## src/rtl/mtf_pkg.sv

```systemverilog
// Package for the move-to-front table: item types, cell control struct,
// sequencer states and shared constants. No dependencies.
package mtf_pkg;

    // Default sizes, handed to the top-level parameters
    localparam int CAPACITY_DEF   = 16;
    localparam int ELEM_WIDTH_DEF = 32;

    // Fixed field widths of the items
    localparam int KEY_W   = 32;
    localparam int POS_W   = 4;
    localparam int COUNT_W = 5;

    // Item modes
    localparam logic MODE_ADD = 1'b0;
    localparam logic MODE_GET = 1'b1;

    typedef struct packed {
        logic             mode;
        logic [KEY_W-1:0] key_element;
    } t_in_item;

    typedef struct packed {
        logic               hit;
        logic               added;
        logic               full_reject;
        logic [KEY_W-1:0]   stored_value;
        logic [POS_W-1:0]   found_position;
        logic [COUNT_W-1:0] entry_count;
    } t_out_item;

    // Per-cycle commands broadcast to every cell
    typedef struct packed {
        logic capture;  // register the match flag against the incoming key
        logic shift;    // move-to-front: cells up to the hit take their left neighbour
        logic append;   // write the key into the first free cell
    } t_cell_ctrl;

    typedef enum logic {
        ST_IDLE,
        ST_UPDATE
    } t_state;

endpackage

```

## src/rtl/mtf_cell.sv

```systemverilog
// One entry of the move-to-front table: stored element, registered match flag
// and the priority and shift links to its neighbours. Uses mtf_pkg.
module mtf_cell
    import mtf_pkg::*;
#(
    parameter int STORE_W = ELEM_WIDTH_DEF,
    parameter int CNT_W   = 5,
    parameter int INDEX   = 0
) (
    input  logic               i_clk,
    input  t_cell_ctrl         i_ctrl,
    input  logic [STORE_W-1:0] i_key,
    input  logic [STORE_W-1:0] i_mask,
    input  logic [CNT_W-1:0]   i_count,
    input  logic [STORE_W-1:0] i_prev_value,
    input  logic               i_seen,
    output logic [STORE_W-1:0] o_value,
    output logic               o_seen,
    output logic               o_first
);

    logic [STORE_W-1:0] r_value;
    logic               r_match;
    logic               w_occupied;
    logic               w_tail;
    logic               w_eq;

    // Position against the fill count
    assign w_occupied = (i_count > CNT_W'(INDEX));
    assign w_tail     = (i_count == CNT_W'(INDEX));
    assign w_eq       = (((r_value ^ i_key) & i_mask) == '0);

    // Capture the match flag when an item is taken
    always_ff @(posedge i_clk) begin
        if (i_ctrl.capture) begin
            r_match <= w_occupied && w_eq;
        end
    end

    // Shift towards the back on a move, or take the key on an append
    always_ff @(posedge i_clk) begin
        if (i_ctrl.shift && !i_seen) begin
            r_value <= i_prev_value;
        end else if (i_ctrl.append && w_tail) begin
            r_value <= i_key;
        end
    end

    // Pass the priority on: only the first matching cell reports itself
    assign o_seen  = i_seen | r_match;
    assign o_first = r_match & ~i_seen;
    assign o_value = r_value;

endmodule

```

## src/rtl/move_to_front_table_top.sv

```systemverilog
// Top level of the move-to-front table: sequencer, fill count, mask register,
// result register and the row of mtf_cell instances. Uses mtf_pkg and mtf_cell.
//
//  channel | valid        | ready        | payload
//  --------+--------------+--------------+-------------------------
//  input   | i_in_valid   | o_in_ready   | i_in_item  (t_in_item)
//  result  | o_out_valid  | i_out_ready  | o_out_item (t_out_item)
//  config  | i_cfg_valid  | o_cfg_ready  | i_cfg_data (compare mask)
//
// An item is taken in idle, where every cell compares its entry with the key;
// the update state then resolves the first match along the cell row and
// applies the move, append and result together.
// A waiting result holds the update cycle only when the result register is
// still full; the input is free again as soon as the update is done.
// Reset empties the table and sets the mask to all ones.
module move_to_front_table_top
    import mtf_pkg::*;
#(
    parameter int CAPACITY   = CAPACITY_DEF,
    parameter int ELEM_WIDTH = ELEM_WIDTH_DEF
) (
    input  logic             i_clk,
    input  logic             i_rst_n,
    input  logic             i_in_valid,
    output logic             o_in_ready,
    input  t_in_item         i_in_item,
    output logic             o_out_valid,
    input  logic             i_out_ready,
    output t_out_item        o_out_item,
    input  logic             i_cfg_valid,
    output logic             o_cfg_ready,
    input  logic [KEY_W-1:0] i_cfg_data
);

    // Only the low key bits can ever be non-zero in an entry
    localparam int STORE_W = (ELEM_WIDTH < KEY_W) ? ELEM_WIDTH : KEY_W;
    localparam int CNT_W   = $clog2(CAPACITY + 1);
    localparam int IDX_W   = $clog2(CAPACITY);

    t_state             r_state;
    t_state             n_state;
    logic               r_mode;
    logic [STORE_W-1:0] r_key;
    logic [KEY_W-1:0]   r_mask;
    logic [CNT_W-1:0]   r_count;
    logic [CNT_W-1:0]   n_count;
    logic               r_out_valid;
    t_out_item          r_out;
    t_out_item          n_out;

    logic               w_accept;
    logic               w_upd_go;
    logic               w_hit;
    logic               w_room;
    logic [STORE_W-1:0] w_key;
    logic [STORE_W-1:0] w_hit_value;
    logic [IDX_W-1:0]   w_pos;
    t_cell_ctrl         w_ctrl;

    logic [STORE_W-1:0] w_val [CAPACITY];
    logic [CAPACITY:0]  w_seen;
    logic [CAPACITY-1:0] w_first;

    assign w_accept = i_in_valid && o_in_ready;
    assign w_upd_go = (r_state == ST_UPDATE) && (!r_out_valid || i_out_ready);
    assign w_hit    = w_seen[CAPACITY];
    assign w_room   = (r_count < CNT_W'(CAPACITY));

    // Cells compare against the port key at acceptance, then the held key
    assign w_key = (r_state == ST_IDLE) ? i_in_item.key_element[STORE_W-1:0] : r_key;

    // Sequencer: next state
    always_comb begin
        n_state = r_state;
        unique case (r_state)
            ST_IDLE: begin
                if (w_accept) begin
                    n_state = ST_UPDATE;
                end
            end
            ST_UPDATE: begin
                if (w_upd_go) begin
                    n_state = ST_IDLE;
                end
            end
            default: n_state = ST_IDLE;
        endcase
    end

    // Sequencer: outputs; in idle the input is always ready, so valid takes the item
    always_comb begin
        o_in_ready = 1'b0;
        w_ctrl     = '0;
        unique case (r_state)
            ST_IDLE: begin
                o_in_ready     = 1'b1;
                w_ctrl.capture = i_in_valid;
            end
            ST_UPDATE: begin
                w_ctrl.shift  = w_upd_go && (r_mode == MODE_GET) && w_hit;
                w_ctrl.append = w_upd_go && (r_mode == MODE_ADD) && !w_hit && w_room;
            end
            default: begin
                o_in_ready = 1'b0;
            end
        endcase
    end

    always_ff @(posedge i_clk) begin
        if (!i_rst_n) begin
            r_state <= ST_IDLE;
        end else begin
            r_state <= n_state;
        end
    end

    // Hold the item for the update cycle
    always_ff @(posedge i_clk) begin
        if (w_accept) begin
            r_mode <= i_in_item.mode;
            r_key  <= i_in_item.key_element[STORE_W-1:0];
        end
    end

    // Compare mask register
    assign o_cfg_ready = 1'b1;

    always_ff @(posedge i_clk) begin
        if (!i_rst_n) begin
            r_mask <= '1;
        end else if (i_cfg_valid && o_cfg_ready) begin
            r_mask <= i_cfg_data;
        end
    end

    // Row of cells; the first cell takes the hit value on a move
    assign w_seen[0] = 1'b0;

    for (genvar g = 0; g < CAPACITY; g++) begin : g_cell
        logic [STORE_W-1:0] w_prev;

        if (g == 0) begin : g_front
            assign w_prev = w_hit_value;
        end else begin : g_rest
            assign w_prev = w_val[g-1];
        end

        mtf_cell #(
            .STORE_W (STORE_W),
            .CNT_W   (CNT_W),
            .INDEX   (g)
        ) u_cell (
            .i_clk        (i_clk),
            .i_ctrl       (w_ctrl),
            .i_key        (w_key),
            .i_mask       (r_mask[STORE_W-1:0]),
            .i_count      (r_count),
            .i_prev_value (w_prev),
            .i_seen       (w_seen[g]),
            .o_value      (w_val[g]),
            .o_seen       (w_seen[g+1]),
            .o_first      (w_first[g])
        );
    end

    // Gather value and position of the first match
    always_comb begin
        w_hit_value = '0;
        w_pos       = '0;
        for (int i = 0; i < CAPACITY; i++) begin
            if (w_first[i]) begin
                w_hit_value = w_hit_value | w_val[i];
                w_pos       = w_pos | IDX_W'(i);
            end
        end
    end

    // Fill count
    always_comb begin
        n_count = r_count;
        if (w_ctrl.append) begin
            n_count = r_count + CNT_W'(1);
        end
    end

    always_ff @(posedge i_clk) begin
        if (!i_rst_n) begin
            r_count <= '0;
        end else begin
            r_count <= n_count;
        end
    end

    // Build the result item
    always_comb begin
        n_out                = '0;
        n_out.hit            = w_hit;
        n_out.added          = (r_mode == MODE_ADD) && !w_hit && w_room;
        n_out.full_reject    = (r_mode == MODE_ADD) && !w_hit && !w_room;
        n_out.stored_value   = ((r_mode == MODE_GET) && w_hit) ? KEY_W'(w_hit_value) : '0;
        n_out.found_position = w_hit ? POS_W'(w_pos) : '0;
        n_out.entry_count    = COUNT_W'(n_count);
    end

    // Result register: load on update, drop once taken
    always_ff @(posedge i_clk) begin
        if (!i_rst_n) begin
            r_out_valid <= 1'b0;
        end else if (w_upd_go) begin
            r_out_valid <= 1'b1;
        end else if (i_out_ready) begin
            r_out_valid <= 1'b0;
        end
    end

    always_ff @(posedge i_clk) begin
        if (w_upd_go) begin
            r_out <= n_out;
        end
    end

    assign o_out_valid = r_out_valid;
    assign o_out_item  = r_out;

`ifndef SYNTHESIS
    a_count_bound : assert property (@(posedge i_clk) disable iff (!i_rst_n)
        r_count <= CNT_W'(CAPACITY))
        else $error("fill count beyond capacity");

    a_single_first : assert property (@(posedge i_clk) disable iff (!i_rst_n)
        (r_state == ST_UPDATE) |-> $onehot0(w_first))
        else $error("more than one cell claims the first match");

    a_append_count : assert property (@(posedge i_clk) disable iff (!i_rst_n)
        w_ctrl.append |=> (r_count == $past(r_count) + CNT_W'(1)))
        else $error("append did not advance the fill count");

    a_accept_update : assert property (@(posedge i_clk) disable iff (!i_rst_n)
        w_accept |=> (r_state == ST_UPDATE) && !o_in_ready)
        else $error("taken item did not reach the update cycle");
`endif

endmodule

```

## config.mk

```make
export PLATFORM = sky130hd
export DESIGN_NAME = move_to_front_table_top
export DESIGN_NICKNAME = d
export VERILOG_FILES = /design/src/rtl/mtf_pkg.sv /design/src/rtl/mtf_cell.sv /design/src/rtl/move_to_front_table_top.sv
export SDC_FILE = /design/constraint.sdc
export NUM_CORES = 2
export LEC_CHECK = 0
export BUFFER_PORTS_ARGS = -buffer_cell sky130_fd_sc_hd__buf_2
export CAP_MARGIN = 20
export CORE_ASPECT_RATIO = 1.75
export CORE_UTILIZATION = 60
export CTS_CLUSTER_DIAMETER = 40
export DETAILED_ROUTE_END_ITERATION = 6
export GPL_TIMING_DRIVEN = 0
export HOLD_SLACK_MARGIN = 0.05
export PLACE_DENSITY = 0.77
export SKIP_CTS_REPAIR_TIMING = 1
export SYNTH_ARGS = -nofsm -noshare
export SYNTH_HDL_FRONTEND = slang
export SYNTH_SLANG_ARGS = --single-unit
```

## constraint.sdc

```tcl
create_clock -name i_clk -period 16.5 [get_ports i_clk]
set_clock_uncertainty 0.2 [all_clocks]
set_input_delay 2.475 -clock i_clk [delete_from_list [all_inputs] [get_ports i_clk]]
set_output_delay 2.475 -clock i_clk [all_outputs]
set_load 0.05 [all_outputs]
```

==> results.py, run 1 <==
metrics = {
    "floorplan": {
        "chipWidth_um": 192,
        "die_height_um": 334,
        "ios": 117,
        "std_cell_rows": 121,
        "initial_core_util": 0.606,
    },
    "logic_synthesis": {
        "synth_area_leaders": "edfxtp_1 48%, xnor2_1 12%, a21oi_1 7.7%",
        "synth_area_per_cell_um2": 10.1,
        "yosys.area.top_type_share": 0.481,
        "synth_area_um2": 37700,
        "yosys.area.top_type": "edfxtp_1",
        "yosys_warnings": 0,
        "syn-num-nets": 3813,
        "async_flop_share": 0,
        "yosysUniqueCellTypes": 67,
        "ys_seq_area_frac": 0.502,
        "synth_edf_count": 605,
        "ys_seq_elements": 644,
        "synthCells": 3739,
        "synth_flop_cell": "edfxtp_1",
    },
    "placed_design": {
        "hpwl_um": 169000,
        "place.gp.congestion": 1.36,
        "port_buffers": 113,
    },
    "clocking": {
        "cts.htree.levels": 3,
        "cts-root-buf": "clkbuf_16",
        "clock_tree.buffer_depth": 3,
        "cts_sinks": 644,
        "numCtsBuffers": 77,
    },
    "run_status": {
        "stop_stage": "global routing (5_1_grt)",
        "tool.error": "[ERROR GRT-0116] Global routing finished with congestion. Check the congestion regions in the DRC Viewer.",
        "status": "aborted with a tool error",
    },
    "global_routing": {
        "grt_first_pass_wirelength_um": 353000,
        "grt.total_usage": 0.789,
        "grt_pass1_vias": 40600,
        "overflow": 916,
        "grt_max_degree": 30,
    },
}
[metrics by stage]
step / cell area [um^2] / setup slack, ns / std cells / util / hold WS [ns]
4_1_cts: 42700 / 10.88 / 4828 / 0.687 / 0.449
2_1_floorplan: 37700 / 9.33 / 3739 / - / 0.405
3_3_place_gp: 39300 / 6.40 / 4651 / 0.632 / 0.425
3_5_place_dp: 40100 / 10.21 / 4687 / 0.645 / 0.439
[kinds of logic after synthesis]
logic type / synth area share
compound gates: 0.189
xor+xnor: 0.120
fa+ha+maj: 0.00133
buf+inv: 0.0470
flops: 0.502
mux: 0.0255
other cells: 0.0000994
simple gates: 0.115
[cells in the mapped netlist (all sizes together) (24+ instances only)]
library cell    n
nand4          36
a22o          102
buf           182
nor2          544
nand3          47
clkbuf        203
nand3b         26
xnor2         515
mux2i          95
o21ai          56
a221oi        108
dfxtp          39
a22oi         119
a32oi          24
a21oi         578
nand2         182
nor3           66
edfxtp        605
[per-layer routing]
layer,overflow,GRT usage
met1,6,0.821
met2,528,0.934
met3,7,0.621
met4,374,0.757
met5,1,0.340
==> run 2, diff against run 1 <==
--- a/config.mk
+++ b/config.mk
@@ -7,13 +7,10 @@
 export LEC_CHECK = 0
 export BUFFER_PORTS_ARGS = -buffer_cell sky130_fd_sc_hd__buf_2
 export CAP_MARGIN = 20
-export CORE_ASPECT_RATIO = 1.75
-export CORE_UTILIZATION = 60
-export CTS_CLUSTER_DIAMETER = 40
+export CORE_UTILIZATION = 40
 export DETAILED_ROUTE_END_ITERATION = 6
 export GPL_TIMING_DRIVEN = 0
-export HOLD_SLACK_MARGIN = 0.05
-export PLACE_DENSITY = 0.77
+export PLACE_DENSITY_LB_ADDON = 0.15
 export SKIP_CTS_REPAIR_TIMING = 1
 export SYNTH_ARGS = -nofsm -noshare
 export SYNTH_HDL_FRONTEND = slang
==> run 2 against run 1 <==
Effect of this change: the run now ends clean; area after synthesis unchanged; synthesized cell count did not move.
==> results.py, run 2 <==
metrics = {
    "critical_path": {
        "path_class": "in -> reg",
        "start_kind": "input pin",
        "cp_slowest_cell": "and2_2",
        "worstPathMaxFanout": 22,
        "slowest_delay_ns": 0.68,
        "arrival_ns": 6.00,
        "required_ns": 16.67,
        "path_cells": "buf_2 -> nand2b_1 -> and2_2 -> o2111ai_1 -> or2_2 -> buf_2 -> buf_1 -> o21ai_4 -> buf_12",
        "crit_path_end_kind": "register",
        "rrSetupSlack_ns": 11.47,
        "crit_start": "i_out_ready",
        "reg2reg_to": "g_cell[3].u_cell.o_value[9]",
        "endpoint": "g_cell[3].u_cell.o_value[9]",
        "reg2reg_depth": 10,
        "cpMostUsedCell": "buf_2",
        "r2r-start": "r_state",
    },
    "logic_synthesis": {
        "yosys.area.top_type": "edfxtp_1",
        "yosys.area.top_type_share": 0.481,
        "synth.top_cells.by_count": "605 x edfxtp_1, 578 x a21oi_1, 544 x nor2_1",
        "synth_area_um2": 37700,
        "synth_edf_count": 605,
        "synth_area_leaders": "edfxtp_1 48%, xnor2_1 12%, a21oi_1 7.7%",
        "synth_area_per_cell_um2": 10.1,
        "ys_seq_area_frac": 0.502,
        "yosysMostFrequentCell": "edfxtp_1",
        "synthCells": 3739,
        "ys_seq_elements": 644,
        "yosysUniqueCellTypes": 67,
        "syn-num-nets": 3813,
        "yosys_warnings": 0,
        "synth_flop_cell": "edfxtp_1",
        "async_flop_share": 0,
    },
    "layout": {
        "synthToLayoutAreaGrowth_pct": 15.4,
        "final_cell_mix": "605 x edfxtp_1, 578 x a21oi_1, 544 x nor2_1, 515 x xnor2_1, 220 x clkbuf_1",
        "fillers": 9090,
        "layout_commonest_cell": "edfxtp_1",
        "fin_util": 0.466,
        "final_nets": 4069,
        "regArea_um2": 18900,
        "layout-drive-gt1-share": 0.117,
        "largest_register_ffs": 512,
        "multi_input_area_um2": 17300,
        "final_cells": 5315,
    },
    "drt": {
        "viasPerCell": 6.83,
        "totalWireLength_um": 241000,
        "drtIter0Drc": 7130,
        "postRouteAntennaNets": 0,
        "firstDrtPassIters": 6,
        "vias": 36300,
        "drc_errors": 0,
        "wl_per_cell_um": 45.3,
    },
    "timing": {
        "tightest_slew_ns": 1.37,
        "whs_ns": 0.465,
        "period_minus_slack_ns": 5.83,
        "hold_viol": 0,
        "final.setup.tns_ns": 0,
        "slew_viol_final": 0,
        "finalSetupViolCount": 0,
        "setup_slack_ns": 10.67,
        "slew_headroom": 0.0861,
        "rsz0062_at_grt": "false",
        "fmax_mhz": 172,
        "finalCritPeriodShare": 0.353,
    },
    "floorplan": {
        "dieArea_um2": 95600,
        "ios": 117,
        "coreArea_um2": 93300,
        "initial_core_util": 0.404,
        "chipWidth_um": 309,
        "std_cell_rows": 112,
        "die_height_um": 309,
    },
    "placed_design": {
        "port_buffers": 113,
        "hpwl_um": 197000,
        "place_ws_ns": 10.21,
        "place.gp.congestion": 1.10,
        "placed_cells": 5161,
    },
    "global_routing": {
        "grt.total_usage": 0.496,
        "grt_max_degree": 27,
        "grt_first_pass_wirelength_um": 307000,
        "met3_usage": 0.187,
        "grt_util_met2": 0.667,
        "use_met1": 0.648,
        "antenna_found_initial": 6,
        "busiest_layer": "met2",
        "grt_pass1_vias": 32800,
        "overflow": 0,
    },
    "clocking": {
        "clk_latency_ns": 0.70,
        "cts_tree": "yes",
        "cts-root-buf": "clkbuf_16",
        "clk_pin_slew_ns": 0.06,
        "cts.htree.levels": 3,
        "numCtsBuffers": 78,
        "cts_sinks": 644,
        "clock_tree.buffer_depth": 3,
    },
    "power_and_ir_drop": {
        "internal_power_uw": 3090,
        "swShare": 0.322,
        "cellPowerDensity_nw_per_um2": 105,
        "pwr-share-seq": 0.409,
        "clkPwrFrac": 0.391,
        "ir_worst_vdd_mv": 0.0812,
        "power.leakage_uw": 0.0143,
        "p_comb_frac": 0.199,
        "p_switching_uw": 1470,
    },
    "run_status": {
        "status": "completed",
    },
    "run": {
        "drv_cap": 0,
    },
    "min_path": {
        "hold_path.class": "reg -> reg",
    },
}
-- run 2: cell counts after synthesis --
Identical to the previous run, type by type.
-- run 2: area by class of cell --
class / count / share of cell area
timing repair buffer: 176 / 0.0339
multi-input combinational: 2700 / 0.396
buffer: 385 / 0.0400
antenna: 3 / 0.000172
clock buffer: 105 / 0.0493
clock inverter: 38 / 0.00819
inverter: 10 / 0.000862
sequential: 644 / 0.435
tap: 1254 / 0.0360
-- run 2: worst min path at each step --
stage | depth (start not counted) | from | to | slack, ns
2_1_floorplan | 2 | g_cell[6].u_cell.o_value[27] | g_cell[7].u_cell.o_value[27] | 0.40
3_3_place_gp | 2 | g_cell[9].u_cell.o_value[31] | g_cell[10].u_cell.o_value[31] | 0.43
3_5_place_dp | 2 | g_cell[12].u_cell.o_value[30] | g_cell[13].u_cell.o_value[30] | 0.45
4_1_cts | 2 | g_cell[13].u_cell.o_value[31] | g_cell[14].u_cell.o_value[31] | 0.46
5_1_grt | 2 | g_cell[0].u_cell.o_value[28] | g_cell[1].u_cell.o_value[28] | 0.48
6_report | 2 | g_cell[0].u_cell.o_value[21] | g_cell[1].u_cell.o_value[21] | 0.46
-- run 2: critical path, delay by kind of cell --
kind	cells	cell delay, ns
AO/OA/AOI/OAI	2	1.00
AND/OR/NAND/NOR	3	1.49
buffers and inverters	4	0.96
-- run 2: cell families after synthesis --
group           Yosys count  synth area share
other cells               1         0.0000994
buf+inv                 395            0.0470
fa+ha+maj                 4           0.00133
mux                      95            0.0255
compound gates         1104             0.189
simple gates            981             0.115
xor+xnor                515             0.120
flops                   644             0.502
-- run 2: power groups by stage --
stage          Clock (uW)  Sequential (uW)  Combinational, uW
6_report             1780             1860                907
5_1_grt              1820             1870                894
3_5_place_dp            0             1900                844
2_1_floorplan           0             1910                417
4_1_cts              1760             1860                846
3_3_place_gp            0             1900                820
-- run 2: metal layers --
metal	routed length, um	vias up	share of wire
met5	0	-	0
met1	90300	18100	0.37
met4	20600	0	0.086
met2	94300	3247	0.39
met3	35700	646	0.15
li1	-	14300	-
-- run 2: through the flow --
step / instance area [um^2] / power [uW]
after CTS: 43400 / 4470
after global routing: 43500 / 4580
final: 43500 / 4550
after global placement: 39900 / 2720
after floorplan: 37700 / 2330
after detailed placement: 40900 / 2740
(Power assumes the default switching activity.)
